### src/rtl/mcpd_pkg.sv
// Shared types and constants of the motor current pinch detector.
package mcpd_pkg;

  // Opcodes of a request
  localparam logic [1:0] OP_SAMPLE  = 2'd0;
  localparam logic [1:0] OP_CLEAR   = 2'd1;
  localparam logic [1:0] OP_SUSPEND = 2'd2;

  // Configuration register indexes
  localparam logic [2:0] REG_HARD_THR  = 3'd0;
  localparam logic [2:0] REG_SOFT_THR  = 3'd1;
  localparam logic [2:0] REG_HARD_LIM  = 3'd2;
  localparam logic [2:0] REG_SOFT_LIM  = 3'd3;
  localparam logic [2:0] REG_IGNORE_MS = 3'd4;
  localparam logic [2:0] REG_STOP_EN   = 3'd5;

  localparam int unsigned CFG_IDX_W  = 3;
  localparam int unsigned CFG_DATA_W = 16;

  // Reset values of the configuration registers
  localparam logic [15:0] HARD_THR_RST  = 16'd34000;
  localparam logic [15:0] SOFT_THR_RST  = 16'd4400;
  localparam logic [7:0]  HARD_LIM_RST  = 8'd2;
  localparam logic [7:0]  SOFT_LIM_RST  = 8'd3;
  localparam logic [15:0] IGNORE_MS_RST = 16'd300;

  localparam logic [7:0] COUNT_MAX = 8'd255;

  // Result status codes
  localparam logic [2:0] ST_FROZEN    = 3'd0;
  localparam logic [2:0] ST_SUSPENDED = 3'd1;
  localparam logic [2:0] ST_IDLE      = 3'd2;
  localparam logic [2:0] ST_START     = 3'd3;
  localparam logic [2:0] ST_IGNORE    = 3'd4;
  localparam logic [2:0] ST_READ_FAIL = 3'd5;
  localparam logic [2:0] ST_EVAL      = 3'd6;
  localparam logic [2:0] ST_CMD_DONE  = 3'd7;

  // Request payload
  typedef struct packed {
    logic [1:0]         opcode;
    logic [31:0]        now_ms;
    logic               motor_moving;
    logic               read_ok;
    logic signed [15:0] shunt_raw;
    logic [31:0]        hold_ms;
  } in_t;

  // Result payload
  typedef struct packed {
    logic        detected;
    logic        trip;
    logic [7:0]  hard_count_out;
    logic [7:0]  soft_count_out;
    logic [18:0] window_total;
    logic [3:0]  window_fill;
    logic [2:0]  status;
  } out_t;

endpackage

### src/rtl/mcpd_cell.sv
// One cell of the current window chain: holds a single current sample.
module mcpd_cell (
  input  logic        clk_i,
  input  logic        shift_en_i,
  input  logic [15:0] data_i,
  output logic [15:0] data_o
);

  logic [15:0] val_q;

  // take the neighbour's value on every push
  always_ff @(posedge clk_i) begin
    if (shift_en_i) begin
      val_q <= data_i;
    end
  end

  assign data_o = val_q;

endmodule

### src/rtl/mcpd_obuf.sv
// Two-entry result buffer between the detector core and the output channel.
module mcpd_obuf (
  input  logic              clk_i,
  input  logic              rst_ni,
  input  logic              push_i,
  input  mcpd_pkg::out_t    data_i,
  output logic              full_o,
  output logic              valid_o,
  input  logic              stall_i,
  output mcpd_pkg::out_t    data_o
);

  logic           v0_q, v0_d, v1_q, v1_d;
  mcpd_pkg::out_t e0_q, e0_d, e1_q, e1_d;
  logic           pop;

  assign pop = v0_q && !stall_i;

  // head/tail update: pop moves the tail forward, push fills the first free slot
  always_comb begin
    v0_d = v0_q;
    v1_d = v1_q;
    e0_d = e0_q;
    e1_d = e1_q;
    if (pop) begin
      v0_d = v1_q;
      e0_d = e1_q;
      v1_d = 1'b0;
    end
    if (push_i) begin
      if (!v0_d) begin
        v0_d = 1'b1;
        e0_d = data_i;
      end else begin
        v1_d = 1'b1;
        e1_d = data_i;
      end
    end
  end

  always_ff @(posedge clk_i or negedge rst_ni) begin
    if (!rst_ni) begin
      v0_q <= 1'b0;
      v1_q <= 1'b0;
    end else begin
      v0_q <= v0_d;
      v1_q <= v1_d;
    end
  end

  always_ff @(posedge clk_i) begin
    e0_q <= e0_d;
    e1_q <= e1_d;
  end

  assign full_o  = v1_q;
  assign valid_o = v0_q;
  assign data_o  = e0_q;

endmodule

### src/rtl/motor_current_pinch_detector.sv
// Top level of the motor current pinch detector: control state, window chain, result buffer.
//
//  channel  | direction | handshake             | payload
//  ---------+-----------+-----------------------+------------------------------
//  in       | in        | in_valid_i/in_stall_o | in_i  (mcpd_pkg::in_t)
//  out      | out       | out_valid_o/out_stall_i | out_o (mcpd_pkg::out_t)
//  cfg      | in        | cfg_we_i              | cfg_idx_i, cfg_data_i
//
// One request per cycle while in_stall_o is low; its result enters the output buffer in the next cycle.
// The whole update (window push, sum, average compare, counters) is one register stage.
// Reset clears all control state and loads the register defaults; no clearing pass.
// A two-entry result buffer lets requests flow while one result waits; in_stall_o
// rises only when both entries are occupied.
module motor_current_pinch_detector #(
  parameter int unsigned WINDOW_DEPTH = 10
) (
  input  logic                              clk_i,
  input  logic                              rst_ni,
  input  logic                              in_valid_i,
  output logic                              in_stall_o,
  input  mcpd_pkg::in_t                     in_i,
  output logic                              out_valid_o,
  input  logic                              out_stall_i,
  output mcpd_pkg::out_t                    out_o,
  input  logic                              cfg_we_i,
  input  logic [mcpd_pkg::CFG_IDX_W-1:0]    cfg_idx_i,
  input  logic [mcpd_pkg::CFG_DATA_W-1:0]   cfg_data_i
);

  localparam int unsigned CNT_W  = $clog2(WINDOW_DEPTH + 1);
  localparam int unsigned SUM_W  = $clog2(WINDOW_DEPTH * 32768 + 1);
  localparam int unsigned PROD_W = 16 + CNT_W;
  localparam int unsigned CMP_W  = (SUM_W > PROD_W) ? SUM_W : PROD_W;

  // configuration registers
  logic [15:0] hard_thr_q, soft_thr_q, ignore_ms_q;
  logic [7:0]  hard_lim_q, soft_lim_q;
  logic        stop_en_q;

  // detector state
  logic             latch_q, latch_d;
  logic [7:0]       hard_cnt_q, hard_cnt_d, soft_cnt_q, soft_cnt_d;
  logic             moving_q, moving_d;
  logic [31:0]      start_time_q, start_time_d;
  logic [31:0]      deadline_q, deadline_d;
  logic [SUM_W-1:0] sum_q, sum_d;
  logic [CNT_W-1:0] fill_q, fill_d;

  logic           accept;
  logic           push;
  logic           full;
  logic [15:0]    cur;
  logic [15:0]    tap [WINDOW_DEPTH];
  logic [SUM_W-1:0]  sum_new;
  logic [CNT_W-1:0]  fill_new;
  logic [PROD_W-1:0] avg_ref;
  logic [31:0]    since_sus, since_start;
  logic [7:0]     hard_cnt_new, soft_cnt_new;
  logic           trip;
  logic [2:0]     status;
  mcpd_pkg::out_t result;
  logic           buf_full;

  assign accept     = in_valid_i && !buf_full;
  assign in_stall_o = buf_full;

  // configuration writes
  always_ff @(posedge clk_i or negedge rst_ni) begin
    if (!rst_ni) begin
      hard_thr_q  <= mcpd_pkg::HARD_THR_RST;
      soft_thr_q  <= mcpd_pkg::SOFT_THR_RST;
      hard_lim_q  <= mcpd_pkg::HARD_LIM_RST;
      soft_lim_q  <= mcpd_pkg::SOFT_LIM_RST;
      ignore_ms_q <= mcpd_pkg::IGNORE_MS_RST;
      stop_en_q   <= 1'b0;
    end else if (cfg_we_i) begin
      unique case (cfg_idx_i)
        mcpd_pkg::REG_HARD_THR:  hard_thr_q  <= cfg_data_i;
        mcpd_pkg::REG_SOFT_THR:  soft_thr_q  <= cfg_data_i;
        mcpd_pkg::REG_HARD_LIM:  hard_lim_q  <= cfg_data_i[7:0];
        mcpd_pkg::REG_SOFT_LIM:  soft_lim_q  <= cfg_data_i[7:0];
        mcpd_pkg::REG_IGNORE_MS: ignore_ms_q <= cfg_data_i;
        mcpd_pkg::REG_STOP_EN:   stop_en_q   <= cfg_data_i[0];
        default: ;
      endcase
    end
  end

  // current magnitude; the most negative reading gives 32768
  assign cur = in_i.shunt_raw[15] ? (~in_i.shunt_raw + 16'd1) : in_i.shunt_raw;

  // window chain: new sample enters cell 0, oldest leaves the last cell
  for (genvar k = 0; k < WINDOW_DEPTH; k++) begin : g_cell
    if (k == 0) begin : g_head
      mcpd_cell u_cell (
        .clk_i      (clk_i),
        .shift_en_i (push),
        .data_i     (cur),
        .data_o     (tap[k])
      );
    end else begin : g_body
      mcpd_cell u_cell (
        .clk_i      (clk_i),
        .shift_en_i (push),
        .data_i     (tap[k-1]),
        .data_o     (tap[k])
      );
    end
  end

  // window sum and fill after a push
  assign full     = (fill_q == CNT_W'(WINDOW_DEPTH));
  assign sum_new  = sum_q - (full ? SUM_W'(tap[WINDOW_DEPTH-1]) : '0) + SUM_W'(cur);
  assign fill_new = full ? fill_q : fill_q + CNT_W'(1);
  assign avg_ref  = PROD_W'(soft_thr_q) * PROD_W'(fill_new);

  assign since_sus   = in_i.now_ms - deadline_q;
  assign since_start = in_i.now_ms - start_time_q;

  // saturating exceedance counters
  assign hard_cnt_new = (cur >= hard_thr_q) ?
                        ((hard_cnt_q == mcpd_pkg::COUNT_MAX) ? hard_cnt_q : hard_cnt_q + 8'd1)
                        : 8'd0;
  assign soft_cnt_new = (CMP_W'(sum_new) >= CMP_W'(avg_ref)) ?
                        ((soft_cnt_q == mcpd_pkg::COUNT_MAX) ? soft_cnt_q : soft_cnt_q + 8'd1)
                        : 8'd0;

  // request decode and next state
  always_comb begin
    latch_d      = latch_q;
    hard_cnt_d   = hard_cnt_q;
    soft_cnt_d   = soft_cnt_q;
    moving_d     = moving_q;
    start_time_d = start_time_q;
    deadline_d   = deadline_q;
    sum_d        = sum_q;
    fill_d       = fill_q;
    push         = 1'b0;
    trip         = 1'b0;
    status       = mcpd_pkg::ST_CMD_DONE;
    if (accept) begin
      unique case (in_i.opcode) inside
        mcpd_pkg::OP_SAMPLE: begin
          if (latch_q) begin
            status = mcpd_pkg::ST_FROZEN;
          end else if (since_sus[31] || !in_i.motor_moving) begin
            hard_cnt_d   = 8'd0;
            soft_cnt_d   = 8'd0;
            moving_d     = 1'b0;
            start_time_d = 32'd0;
            sum_d        = '0;
            fill_d       = '0;
            status = since_sus[31] ? mcpd_pkg::ST_SUSPENDED : mcpd_pkg::ST_IDLE;
          end else if (!moving_q) begin
            moving_d     = 1'b1;
            start_time_d = in_i.now_ms;
            hard_cnt_d   = 8'd0;
            soft_cnt_d   = 8'd0;
            sum_d        = '0;
            fill_d       = '0;
            status       = mcpd_pkg::ST_START;
          end else if (since_start < {16'd0, ignore_ms_q} || !in_i.read_ok) begin
            hard_cnt_d = 8'd0;
            soft_cnt_d = 8'd0;
            sum_d      = '0;
            fill_d     = '0;
            status = (since_start < {16'd0, ignore_ms_q}) ? mcpd_pkg::ST_IGNORE
                                                          : mcpd_pkg::ST_READ_FAIL;
          end else begin
            push       = 1'b1;
            sum_d      = sum_new;
            fill_d     = fill_new;
            hard_cnt_d = hard_cnt_new;
            soft_cnt_d = soft_cnt_new;
            trip       = (hard_cnt_new >= hard_lim_q) || (soft_cnt_new >= soft_lim_q);
            if (trip && stop_en_q) begin
              latch_d = 1'b1;
            end
            status = mcpd_pkg::ST_EVAL;
          end
        end
        mcpd_pkg::OP_CLEAR, mcpd_pkg::OP_SUSPEND: begin
          latch_d      = 1'b0;
          hard_cnt_d   = 8'd0;
          soft_cnt_d   = 8'd0;
          moving_d     = 1'b0;
          start_time_d = 32'd0;
          sum_d        = '0;
          fill_d       = '0;
          deadline_d   = (in_i.opcode == mcpd_pkg::OP_SUSPEND) ?
                         in_i.now_ms + in_i.hold_ms : 32'd0;
        end
        default: ;
      endcase
    end
  end

  always_ff @(posedge clk_i or negedge rst_ni) begin
    if (!rst_ni) begin
      latch_q      <= 1'b0;
      hard_cnt_q   <= 8'd0;
      soft_cnt_q   <= 8'd0;
      moving_q     <= 1'b0;
      start_time_q <= 32'd0;
      deadline_q   <= 32'd0;
      sum_q        <= '0;
      fill_q       <= '0;
    end else begin
      latch_q      <= latch_d;
      hard_cnt_q   <= hard_cnt_d;
      soft_cnt_q   <= soft_cnt_d;
      moving_q     <= moving_d;
      start_time_q <= start_time_d;
      deadline_q   <= deadline_d;
      sum_q        <= sum_d;
      fill_q       <= fill_d;
    end
  end

  // result of this request
  always_comb begin
    result.detected       = latch_d;
    result.trip           = trip;
    result.hard_count_out = hard_cnt_d;
    result.soft_count_out = soft_cnt_d;
    result.window_total   = 19'(sum_d);
    result.window_fill    = 4'(fill_d);
    result.status         = status;
  end

  mcpd_obuf u_obuf (
    .clk_i   (clk_i),
    .rst_ni  (rst_ni),
    .push_i  (accept),
    .data_i  (result),
    .full_o  (buf_full),
    .valid_o (out_valid_o),
    .stall_i (out_stall_i),
    .data_o  (out_o)
  );

endmodule

### config.mk
export PLATFORM = sky130hd
export DESIGN_NAME = motor_current_pinch_detector
export DESIGN_NICKNAME = d
export VERILOG_FILES = /design/src/rtl/mcpd_pkg.sv /design/src/rtl/mcpd_cell.sv /design/src/rtl/mcpd_obuf.sv /design/src/rtl/motor_current_pinch_detector.sv
export SDC_FILE = /design/constraint.sdc
export NUM_CORES = 1
export LEC_CHECK = 0
export ABC_AREA = 1
export BUFFER_PORTS_ARGS = -buffer_cell sky130_fd_sc_hd__buf_2
export CORE_ASPECT_RATIO = 1.1
export CORE_MARGIN = 3
export CORE_UTILIZATION = 50
export CTS_CLUSTER_DIAMETER = 60
export CTS_CLUSTER_SIZE = 12
export DETAILED_ROUTE_END_ITERATION = 7
export PLACE_DENSITY = 0.78
export SLEW_MARGIN = 15
export SYNTH_ARGS = -nofsm -noshare
export SYNTH_HDL_FRONTEND = slang
export SYNTH_HIERARCHICAL = 1
export SYNTH_SLANG_ARGS = --single-unit
### constraint.sdc
create_clock -name clk_i -period 6.6 [get_ports clk_i]
set_clock_uncertainty 0.1 [all_clocks]
set_input_delay 0.33 -clock clk_i [delete_from_list [all_inputs] [get_ports clk_i]]
set_output_delay 0.33 -clock clk_i [all_outputs]
set_load 0.1 [all_outputs]
# Word-level counts from Yosys, hierarchy flattened

Cells that the tools add are included.

Register bits: 420
Latch bits: 0
Bits in writable memories: 0
Memory bits (read-only): 0
Input bits: 108
Output and inout bits: 46
Word-level logic and storage cells: 164
Memories: 0

Add/sub/neg operators: 9
Multipliers: 1
Div/mod/pow operators: 0
$lt $le $gt $ge: 5
Equality and inequality tests: 12
Shifts and indexed selects: 0
Muxes and demuxes: 72
Bitwise gates (word level): 1
Reduce and logical (&&, ||, !) cells: 24

Operators with widths:

| operator                                       | number |
|---|---|
| 2-to-1 mux 44 bit                              | 3 |
| 2-to-1 mux 32 bit                              | 4 |
| 2-to-1 mux 8 bit                               | 14 |
| 2-to-1 mux 19 bit                              | 5 |
| case mux 32 bit (2 select lines)               | 1 |
| subtractor 32 bit                              | 2 |
| case mux 19 bit (2 select lines)               | 1 |
| adder 32 bit                                   | 1 |
| < comparator 32 x 16 -> 1 bit                  | 1 |
| 2-to-1 mux 16 bit                              | 2 |
| case mux 8 bit (2 select lines)                | 2 |
| 2-to-1 mux 1 bit                               | 25 |
| 2-to-1 mux 4 bit                               | 6 |
| >= comparator 19 x 20 -> 1 bit                 | 1 |
| multiplier 16 x 4 -> 20 bit                    | 1 |
| adder 19 x 16 -> 19 bit                        | 1 |
| subtractor 19 x 16 -> 19 bit                   | 1 |
| adder 16 x 1 -> 16 bit (second input constant) | 1 |
| adder 8 x 1 -> 8 bit (second input constant)   | 2 |
| equality test 8 bit (second input constant)    | 2 |
| >= comparator 16 bit                           | 1 |
| >= comparator 8 bit                            | 2 |
| NOT 16 bit                                     | 1 |
| AND reduction 2 bit                            | 8 |
| other kinds (22)                               | 36 |

# Logic depth before layout (Yosys ltp)

Gate-level depths: netlist of run 1.

Depth after elaboration: 18
Gate-level depth with buffers: 49

# Hierarchy

The synthesis of run 1 kept the hierarchy.

Modules (own cells, without submodules):

| module                       | instances | cells each | area each (µm²) | sequential area each (µm²) |
|---|---|---|---|---|
| motor_current_pinch_detector | 1         | 2650       | 17618.1         | 4274.1 |
| mcpd_cell                    | 10        | 16         | 480.5           | 480.5 |
| mcpd_obuf                    | 1         | 390        | 3741.1          | 2252.2 |

# Worst setup path before layout of run 1

OpenSTA, ideal clock, no wires.

Kind: flip-flop to flip-flop
Start point: register fill_q[0]
End point: register u_obuf/e1_q[43] (netlist bit), data pin
Library setup time: 0.269 ns
Data arrival time: 6.016 ns
Data required time: 6.231 ns
Setup slack: 0.215 ns
Cell stages (with the launch flop): 40
Buffers on the path: 1
Path through: dfrtp_1 nand3_1 nand2_1 inv_1 nor2_1 clkbuf_1 nor2_1 fa_1 inv_1 fa_1 inv_1 ha_1 nand2_1 o221ai_1 a21o_1 a21oi_1 o21ai_0 nand3_1 [... 4 more ...] nor3_1 a211oi_1 nand2_1 nand2_1 nand2_1 nand2_1 nand2_1 nand2_1 nor2_1 ha_1 a21oi_1 o21ai_0 nand2_1 o2111ai_1 a2111oi_0 nor2_1 nand3_1 a21oi_1

Word-level cells in the longest chain between the ends: 16

Ends and longest elaborated chain:

| item                                                                                | line                                | RTL |
|---|---|---|
| start, declared                                                                     | motor_current_pinch_detector.sv:47  | `logic [CNT_W-1:0] fill_q, fill_d;` |
| start signal, assigned                                                              | motor_current_pinch_detector.sv:216 | `fill_q <= fill_d;` |
| parallel branches: the longest is 4 deep, another holds multiplier 16 x 4 -> 20 bit | n/a                                 |  |
| >= comparator 19 x 20 -> 1 bit *                                                    | motor_current_pinch_detector.sv:124 | `assign soft_cnt_new = (CMP_W'(sum_new) >= CMP_W'(avg_ref)) ?` |
| 2-to-1 mux 8 bit *                                                                  | motor_current_pinch_detector.sv:124 |  |
| >= comparator 8 bit *                                                               | motor_current_pinch_detector.sv:175 | `trip = (hard_cnt_new >= hard_lim_q) \|\| (soft_cnt_new >= soft_lim_q);` |
| logical OR 1 bit *                                                                  | motor_current_pinch_detector.sv:175 |  |
| logical AND 1 bit *                                                                 | motor_current_pinch_detector.sv:176 | `if (trip && stop_en_q) begin` |
| 2-to-1 mux 1 bit *                                                                  | motor_current_pinch_detector.sv:176 |  |
| 2-to-1 mux 1 bit *                                                                  | motor_current_pinch_detector.sv:162 | `end else if (since_start < {16'd0, ignore_ms_q} \|\| !in_i.read_ok) begin` |
| 2-to-1 mux 1 bit *                                                                  | motor_current_pinch_detector.sv:154 | `end else if (!moving_q) begin` |
| 2-to-1 mux 1 bit *                                                                  | motor_current_pinch_detector.sv:146 | `end else if (since_sus[31] \|\| !in_i.motor_moving) begin` |
| 2-to-1 mux 1 bit *                                                                  | motor_current_pinch_detector.sv:144 | `if (latch_q) begin` |
| case mux 1 bit (2 select lines) *                                                   | motor_current_pinch_detector.sv:142 | `unique case (in_i.opcode) inside` |
| 2-to-1 mux 1 bit *                                                                  | motor_current_pinch_detector.sv:141 | `if (accept) begin` |
| net latch_d                                                                         | motor_current_pinch_detector.sv:41  | `logic latch_q, latch_d;` |
| end signal, assigned                                                                | mcpd_obuf.sv:53                     | `e1_q <= e1_d;` |
| end, declared                                                                       | mcpd_obuf.sv:14                     | `mcpd_pkg::out_t e0_q, e0_d, e1_q, e1_d;` |

Mark *: on every way through the listed nets, which the timed path passes.
A chain may end at the register's enable or synchronous reset.

# Worst setup path in the final report of run 1

Ends and elaborated chain as after synthesis.

==> flow_summary.toml, run 1 <==
[routing]
num_vias = 21900
wl_met3_um = 3290
drt_iter0_drc = 1308
highest_layer = "met5"
vias_per_cell = 5.24
drt-total-wl_um = 66300
wl_per_cell_um = 15.9
ant_nets = 0
wl_met2_um = 32400
drtPass1Iterations = 5
drc = 0
drt-met1-wl_um = 27800

[pwr]
p_int_w = 0.00558
p_clk_frac = 0.248
p_sw_frac = 0.421
power_leakage_nw = 15.0
power_density_mw_per_mm2 = 318
power_frac_seq = 0.344
combPwrFrac = 0.408
vdd_drop_max_v = 0.000219
p_sw_w = 0.00406

[worst_hold_path]
hp-class = "input port to flop"
hold_path_depth = 3
hold_end = "stop_en_q"
worstHoldStart = "cfg_idx_i[1]"

[critical_path]
path_delay_family = "adder cells"
crit_arrival_ns = 6.72
cp_slowest_stage_delay_ns = 0.52
reg2reg_to = "u_obuf/e1_q[43]"
cp-end-kind = "flop"
startpoint_type = "flop"
critPathMaxFanout = 8
r2r_slack_ns = 0.1
crit_slowest_cell = "fa_1"
r2r-start = "fill_q[0]"
reg2reg_depth = 41
worstPathRequired_ns = 6.81
crit_type = "flop to flop"
cp_common_cell = "nand2_1"
path_buf_inv = 6

[die]
ios = 154
rows = 87
dieHeight_um = 246
start_util = 0.508
dieArea_mm2 = 0.0551
design.core.area_mm2 = 0.0515
die_x_um = 224

[sta]
fin_setup_tns_ns = 0
max_freq_mhz = 154
hold_viol = 0
worstMarginPinSlew_ns = 1.00
holdWs_ns = 0.0206
period_minus_slack_ns = 6.50
maxSlewHeadroom = 0.330
maxSlewViolCount = 0
fin_crit_sh = 0.985
setup_viol = 0
grt_setup_unrepaired = "true"

[finish]
final_nets = 3826
layout-drive-gt1-share = 0.137
fillers = 4412
final_common_cell = "nand2_1"
area_growth_pct = 15.9
final_cell_mix = "899 x nand2_1, 509 x inv_1, 220 x nand3_1, 204 x edfxtp_1, 197 x ha_1"

[yosys]
ys_warn_count = 6
netlist_area_mm2 = 0.0262
postSynthAreaPerCell_um2 = 8.18
synth_cell_types = 56
ys_seq_elements = 420
synth_flop_cell = "edfxtp_1"
yosysSeqAreaShare = 0.433
synth-edff-count = 204
async_flop_share = 0.410
synth_fp_nets = 3563
synthesis.instances = 3200

[run_status]
outcome = "finished clean"

[global_route]
grt_overflow = 0
antenna_found_initial = 3
grt_max_degree = 65
track_usage = 0.235
grt_pass1_wl_um = 105000
grt_pass1_vias = 20800

[cts]
cts_tree = "built"
insertion_delay_ns = 0.59
htreeDepth = 2
cts_buffers = 45
cts.path.max_buffers = 3
clock_sinks = 420
cts-root-buf = "clkbuf_16"
clk_transition_reported_paths_ns = 0.06

[place]
globalplace.congestion = 0.939
hpwl_um = 48500
io_buffer_count = 153

[run]
max-cap-violations = 0
## layout make-up
type / count / area [um^2] / share of cell area
antenna: 1 / 2.50 / 0.0000825
clock inverter: 13 / 134 / 0.00441
multi-input combinational: 2184 / 12900 / 0.424
clock buffer: 70 / 1230 / 0.0406
inverter: 517 / 1950 / 0.0642
sequential: 420 / 11300 / 0.374
timing repair buffer: 295 / 1990 / 0.0655
tap: 667 / 835 / 0.0275
## stage by stage
stage / total power, W / setup slack, ns / util / cells / area, um^2
after floorplan: 0.00627 / 0.215 / - / 3200 / 26200
after global placement: 0.00707 / -0.120 / 0.547 / 4041 / 28100
after detailed placement: 0.00716 / -0.412 / 0.547 / 4041 / 28100
after CTS: 0.00961 / 0.00133 / 0.581 / 4160 / 29900
after global routing: 0.0102 / -0.219 / 0.589 / 4167 / 30300
final: 0.00964 / 0.0964 / 0.589 / 4167 / 30300
## power by group through the flow
| stage | Sequential, W | Clock, W | Combinational [W] |
|---|---|---|---|
| 3_5_place_dp | 0.00336 | 0 | 0.00380 |
| 6_report | 0.00331 | 0.00239 | 0.00393 |
| 5_1_grt | 0.00335 | 0.00255 | 0.00433 |
| 2_1_floorplan | 0.00430 | 0 | 0.00197 |
| 3_3_place_gp | 0.00334 | 0 | 0.00373 |
| 4_1_cts | 0.00331 | 0.00244 | 0.00385 |
## worst register-to-register path: cells and delay by family, from the launching register on
| kind | cells | cell delay [ns] |
|---|---|---|
| buf+inv | 6 | 0.68 |
| fa+ha+maj | 6 | 2.20 |
| xor+xnor | 2 | 0.31 |
| simple gates | 18 | 1.41 |
| compound gates | 9 | 1.13 |
| flops | 1 | 0.42 |
## state kept, by name, indices dropped and copies added, names as in the netlist
| name | count |
|---|---|
| g_cell.g_body.u_cell/data_o | 144 |
| u_obuf/data_o | 44 |
| u_obuf/e1_q | 44 |
| deadline_q | 32 |
| start_time_q | 32 |
| sum_q | 19 |
| g_cell.g_head.u_cell/data_o | 16 |
| hard_thr_q | 16 |
| ignore_ms_q | 16 |
| soft_thr_q | 16 |
| hard_cnt_q | 8 |
| hard_lim_q | 8 |
| soft_cnt_q | 8 |
| soft_lim_q | 8 |
| fill_q | 4 |
| latch_q | 1 |
| moving_q | 1 |
| stop_en_q | 1 |
| u_obuf/full_o | 1 |
| u_obuf/valid_o | 1 |
## Yosys cell counts (all sizes together) (2+ instances only)
cell type	number	area [um^2]
a211oi	4	30.0
dfxtp	44	881
dfstp	16	420
nor3	21	105
nand3	224	1130
o21bai	8	60.1
nand2	950	3690
nor3b	3	22.5
o32ai	2	17.5
a31oi	10	62.6
a31o	2	17.5
buf	39	307
fa	46	921
ha	209	2620
inv	517	1940
dfrtp	156	3900
o221ai	3	26.3
a21o	6	45.0
o2111ai	2	17.5
nor4	7	43.8
o211ai	7	52.6
edfxtp	204	6130
nand3b	6	45.0
o22ai	12	75.1
nor2	199	767
a21oi	152	761
o311ai	2	17.5
nand4	21	131
and3	3	18.8
xnor2	17	149
xor2	55	482
o31ai	6	45.0
clkbuf	40	150
o21ai	186	942
or2	6	37.5
and2	5	31.3
o21a	4	30.0
## routing by layer
layer,GRT usage,vias up
met3,0.0321,156
li1,-,10900
met1,0.297,10200
met4,0.105,4
met2,0.404,601
met5,0,-
## worst max path at each step
stage | cells past startpoint | to | startpoint | slack (ns)
floorplan | 39 | u_obuf/e1_q[43] | fill_q[0] | 0.21
global placement | 43 | u_obuf/e1_q[43] | in_i[33] | -0.12
detailed placement | 44 | u_obuf/e1_q[43] | in_i[33] | -0.41
CTS | 41 | u_obuf/e1_q[43] | fill_q[0] | 0.001
global route | 43 | u_obuf/data_o[43] | fill_q[0] | -0.22
finish | 41 | u_obuf/e1_q[43] | fill_q[0] | 0.1
## logic make-up (layout without fill, tap and decap cells)
family,Yosys count,after routing,synth area share
AND/OR/NAND/NOR,1445,1445,0.230
buffers and inverters,596,895,0.0916
flip-flops,420,420,0.433
AO/OA/AOI/OAI,411,411,0.0857
adder cells (fa/ha/maj),255,255,0.135
XOR/XNOR,72,72,0.0241
multiplexers,1,1,0.000383
other,0,1,0
## timing repair
item | CTS | global route
setup buffers | 1 | 6
hold endpoints to repair | 79 | 0
resized for setup | 13 | 84
endpoints found under the setup margin | 5 | 5
pin swaps | 3 | 31
hold buffers | 35 | 0
Note: power is estimated with default switching activity, not from simulation.
==> run 2, diff against run 1 <==
- GPL_TIMING_DRIVEN: not set -> 0
- PLACE_DENSITY: 0.78 -> 0.73
- TNS_END_PERCENT: not set -> 1
==> flow_summary.toml, run 2 (same netlist as run 1, synthesis figures left out) <==
[run_status]
outcome = "finished clean"

[routing]
wl_per_cell_um = 15.6
vias_per_cell = 5.14
num_vias = 21400
ant_nets = 0
drt_iter0_drc = 1355
drtPass1Iterations = 5
drt-total-wl_um = 65100
drc = 0

[cts]
cts_buffers = 44
clk_transition_reported_paths_ns = 0.06
clock_sinks = 420
htreeDepth = 2
cts-root-buf = "clkbuf_16"
cts_tree = "built"
insertion_delay_ns = 0.57
cts.path.max_buffers = 3

[global_route]
antenna_found_initial = 3
grt_max_degree = 124
track_usage = 0.234
grt_pass1_wl_um = 104000
grt_pass1_vias = 20400
grt_overflow = 0

[run]
max-cap-violations = 0

[finish]
layout-drive-gt1-share = 0.123
final_common_cell = "nand2_1"
area_growth_pct = 15.8
fin_area_mm2 = 0.0303
largest_reg_flops = 144
layout.cells.non_filler = 4165
final_nets = 3822
final_cell_mix = "898 x nand2_1, 510 x inv_1, 220 x nand3_1, 204 x edfxtp_1, 201 x ha_1"

[critical_path]
cp-end-kind = "flop"
critPathMaxFanout = 8
worstPathRequired_ns = 6.80
startpoint_type = "flop"
crit_arrival_ns = 6.78
cp_common_cell = "buf_4"
crit_type = "flop to flop"
crit_slowest_cell = "fa_2"
cp_slowest_stage_delay_ns = 0.51

[place]
dpl_cell_area_mm2 = 0.0279
globalplace.congestion = 0.914
io_buffer_count = 152
hpwl_um = 49600
dpl.cell_count = 4022

[pwr]
total_power_w = 0.00954
vdd_drop_max_v = 0.000287
power_leakage_nw = 14.8
power_density_mw_per_mm2 = 315

[die]
die_x_um = 224
ios = 154
dieArea_mm2 = 0.0551
rows = 87
dieHeight_um = 246
start_util = 0.508
design.core.area_mm2 = 0.0515

[sta]
period_minus_slack_ns = 6.58
hold_viol = 0
worstMarginPinSlew_ns = 0.901
fin_crit_sh = 0.997
maxSlewHeadroom = 0.395
max_freq_mhz = 152
grt_setup_unrepaired = "true"
maxSlewViolCount = 0
setup_viol = 0

[worst_hold_path]
hp-class = "input port to flop"
[run 2: changes by cell type in the layout (fill, tap and decap cells not counted), moves of 5 or more]
cell      before  now
a21oi_1      137  142
xor2_1        53   47
buf_4        101   35
buf_2        152  167
nor2_1       175  180
a21oi_2       14    8
clkbuf_1      24   62
buf_1          0    5
[run 2: report_power, final]
group | total [W] | internal [W] | switching [W]
Clock | 0.00234 | 0.00133 | 0.00101
Combinational | 0.00390 | 0.00110 | 0.00280
Sequential | 0.00330 | 0.00312 | 0.000178
Total | 0.00954 | 0.00554 | 0.00399
[run 2: critical path: cells and delay by family (launching register included)]
family                     cells  cell delay (ns)
adders and majority gates      6             2.17
AOI/OAI and AO/OA              9             1.34
and+or+nand+nor               11             0.98
buffers and inverters          8             0.84
DFF                            1             0.48
xor gates and xnor gates       2             0.34
[run 2: worst paths after layout]
path                                                   start                                end  slack (ns)  cells past startpoint
max                                                fill_q[1]                    u_obuf/e1_q[43]        0.02                     36
min                                           cfg_data_i[11]                     hard_thr_q[11]        0.02                      3
max reg2reg                                        fill_q[1]                    u_obuf/e1_q[43]        0.02                     36
min reg2reg                g_cell[0].g_head.u_cell/data_o[5]  g_cell[1].g_body.u_cell/data_o[5]        0.31                      0
max in group asynchronous                             rst_ni                      soft_thr_q[5]        5.27                      3
min in group asynchronous                             rst_ni                           sum_q[8]        0.24                      2
[run 2: cell type report]
cell class / instances / area (um^2)
fill: 4563 / 21200
multi-input combinational: 2184 / 13000
sequential: 420 / 11300
inverter: 517 / 1950
timing repair buffer: 213 / 1360
clock buffer: 75 / 1280
tap: 667 / 835
buffer: 79 / 494
clock inverter: 7 / 67.6
antenna: 3 / 7.51
[run 2: per-layer routing]
layer	track usage	share of wire	routed length (um)	vias up
met4	0.0830	0.038	2470	0
met3	0.0270	0.041	2650	134
li1	-	-	-	10900
met2	0.423	0.50	32700	545
met5	0	0	0	-
met1	0.289	0.42	27300	9879
[run 2: per-stage QoR]
step / TNS (ns) / hold WS (ns) / worst slack [ns] / util
CTS: 0 / 0.000147 / 0.00342 / 0.580
global route: -0.901 / 0.0261 / -0.235 / 0.588
global placement: -288.31 / 0.300 / -1.76 / 0.539
detailed placement: -7.08 / 0.268 / -1.45 / 0.541
finish: 0 / 0.0237 / 0.0188 / 0.588
floorplan: 0 / -0.0656 / 0.215 / -
[run 2: timing repair]
action,4_1_cts,5_1_grt
gates cloned,0,0
pin swaps,10,34
setup buffers,12,15
hold buffers,31,0
resized for setup,63,60
endpoints found under the hold margin,102,0
setup endpoints to repair,5,5
==> run 3, diff against run 2 <==
- CELL_PAD_IN_SITES_DETAIL_PLACEMENT: not set -> 0
- CELL_PAD_IN_SITES_GLOBAL_PLACEMENT: not set -> 1
- CORE_UTILIZATION: 50 -> 42
- PLACE_DENSITY: 0.73 -> 0.8
==> flow_summary.toml, run 3 (same netlist as run 1, synthesis figures left out) <==
[run_status]
outcome = "finished clean"

[finish]
multi_input_area_mm2 = 0.0131
area_growth_pct = 17.4
final_cell_mix = "898 x nand2_1, 503 x inv_1, 219 x nand3_1, 204 x edfxtp_1, 196 x ha_1"
largest_reg_flops = 144
fillers = 6013
final_common_cell = "nand2_1"
ff_latch_area_mm2 = 0.0113
layout-drive-gt1-share = 0.130
final_nets = 3834
fin_area_mm2 = 0.0307

[sta]
fin_setup_tns_ns = 0
max_freq_mhz = 152
grt_setup_unrepaired = "true"
maxSlewViolCount = 0
setup_viol = 0
worstMarginPinSlew_ns = 0.856
period_minus_slack_ns = 6.58
fin_crit_sh = 0.997
maxSlewHeadroom = 0.427
hold_viol = 0

[pwr]
combPwrFrac = 0.414
power_density_mw_per_mm2 = 312
power_leakage_nw = 14.9
p_int_w = 0.00554
vdd_drop_max_v = 0.000363
p_sw_w = 0.00406
p_sw_frac = 0.423
power_frac_seq = 0.344
p_clk_frac = 0.243

[routing]
num_vias = 21100
drc = 0
drtPass1Iterations = 5
vias_per_cell = 4.87
wl_per_cell_um = 15.9
drt-total-wl_um = 68700
drt_iter0_drc = 1081
ant_nets = 0

[critical_path]
path_delay_family = "adder cells"
critPathMaxFanout = 8
crit_type = "flop to flop"
crit_slowest_cell = "fa_1"
path_buf_inv = 5
cp_common_cell = "nand2_1"
crit_start = "fill_q[0]"
worstPathRequired_ns = 6.81
r2r-start = "fill_q[0]"
crit_arrival_ns = 6.79
cp-end-kind = "flop"
startpoint_type = "flop"
cp_slowest_stage_delay_ns = 0.50

[cts]
clock_sinks = 420
cts.path.max_buffers = 3
cts_tree = "built"
cts_buffers = 44
clk_transition_reported_paths_ns = 0.07
htreeDepth = 2
cts-root-buf = "clkbuf_16"
insertion_delay_ns = 0.59

[global_route]
grt_overflow = 0
antenna_found_initial = 4
track_usage = 0.209
grt_max_degree = 101
grt_pass1_vias = 20700
grt_pass1_wl_um = 109000

[die]
die_x_um = 244
design.core.area_mm2 = 0.0613
dieArea_mm2 = 0.0653
rows = 95
start_util = 0.427
ios = 154
dieHeight_um = 268

[place]
io_buffer_count = 152
hpwl_um = 53200
globalplace.congestion = 0.913
dpl_cell_area_mm2 = 0.0281

[worst_hold_path]
worstHoldStart = "cfg_data_i[9]"
hp-class = "input port to flop"

[run]
max-cap-violations = 0
-- run 3: changes by cell type in the layout (fill, tap and decap cells not counted), moves of 4 or more --
cell / change
ha_4: +5
ha_1: -5
inv_2: +7
dlygate4sd3_1: +7
buf_4: +4
inv_1: -7
clkbuf_1: -9
-- run 3: power groups by stage --
stage	sequential, W	clock (W)	combinational, W
after floorplan	0.00430	0	0.00197
after global placement	0.00335	0	0.00377
after detailed placement	0.00335	0	0.00381
after CTS	0.00330	0.00240	0.00389
after global routing	0.00334	0.00250	0.00443
final	0.00330	0.00233	0.00397
-- run 3: metal layers --
layer / up-vias / share of wire / GRT usage
met4: 2 / 0.032 / 0.0702
li1: 10900 / - / -
met1: 9740 / 0.42 / 0.254
met5: - / 0.00019 / 0
met3: 116 / 0.034 / 0.0236
met2: 368 / 0.51 / 0.388
-- run 3: worst paths after layout --
| kind | depth (start not counted) | to | slack (ns) |
|---|---|---|---|
| setup / recovery | 41 | u_obuf/e1_q[43] | 0.02 |
| hold / removal | 3 | soft_thr_q[9] | 0.03 |
| setup reg to reg | 41 | u_obuf/e1_q[43] | 0.02 |
| hold reg to reg | 0 | g_cell[1].g_body.u_cell/data_o[2] | 0.31 |
| max in group asynchronous | 3 | start_time_q[29] | 5.23 |
| min in group asynchronous | 2 | sum_q[8] | 0.24 |
-- run 3: area by class of cell --
type,instances,area share
timing repair buffer,226,0.0482
inverter,517,0.0637
clock inverter,10,0.00318
sequential,420,0.369
multi-input combinational,2184,0.427
clock buffer,65,0.0397
antenna,3,0.000244
buffer,78,0.0159
tap,824,0.0336
-- run 3: per-stage QoR --
| step | setup WS (ns) | instances | hold WS [ns] | total power (W) | util |
|---|---|---|---|---|---|
| 3_3_place_gp | -1.76 | 4176 | 0.300 | 0.00712 | 0.456 |
| 6_report | 0.0220 | 4327 | 0.0285 | 0.00960 | 0.501 |
| 2_1_floorplan | 0.215 | 3200 | -0.0656 | 0.00627 | - |
| 5_1_grt | -0.261 | 4326 | 0.0170 | 0.0103 | 0.501 |
| 4_1_cts | 0.0162 | 4304 | 0.00165 | 0.00960 | 0.492 |
| 3_5_place_dp | -1.72 | 4179 | 0.261 | 0.00716 | 0.457 |
-- run 3: repair_timing --
action / CTS / global route
gates cloned: 0 / 0
hold endpoints to repair: 103 / 0
pin swaps: 9 / 53
resized for setup: 71 / 87
buffers inserted: 12 / 21
hold buffers: 38 / 0
setup endpoints to repair: 19 / 5
-- run 3: tightest hold or removal path, delay by kind of cell --
kind	cells	cell delay, ns
buffers and inverters	2	0.17
AO/OA/AOI/OAI	1	0.17
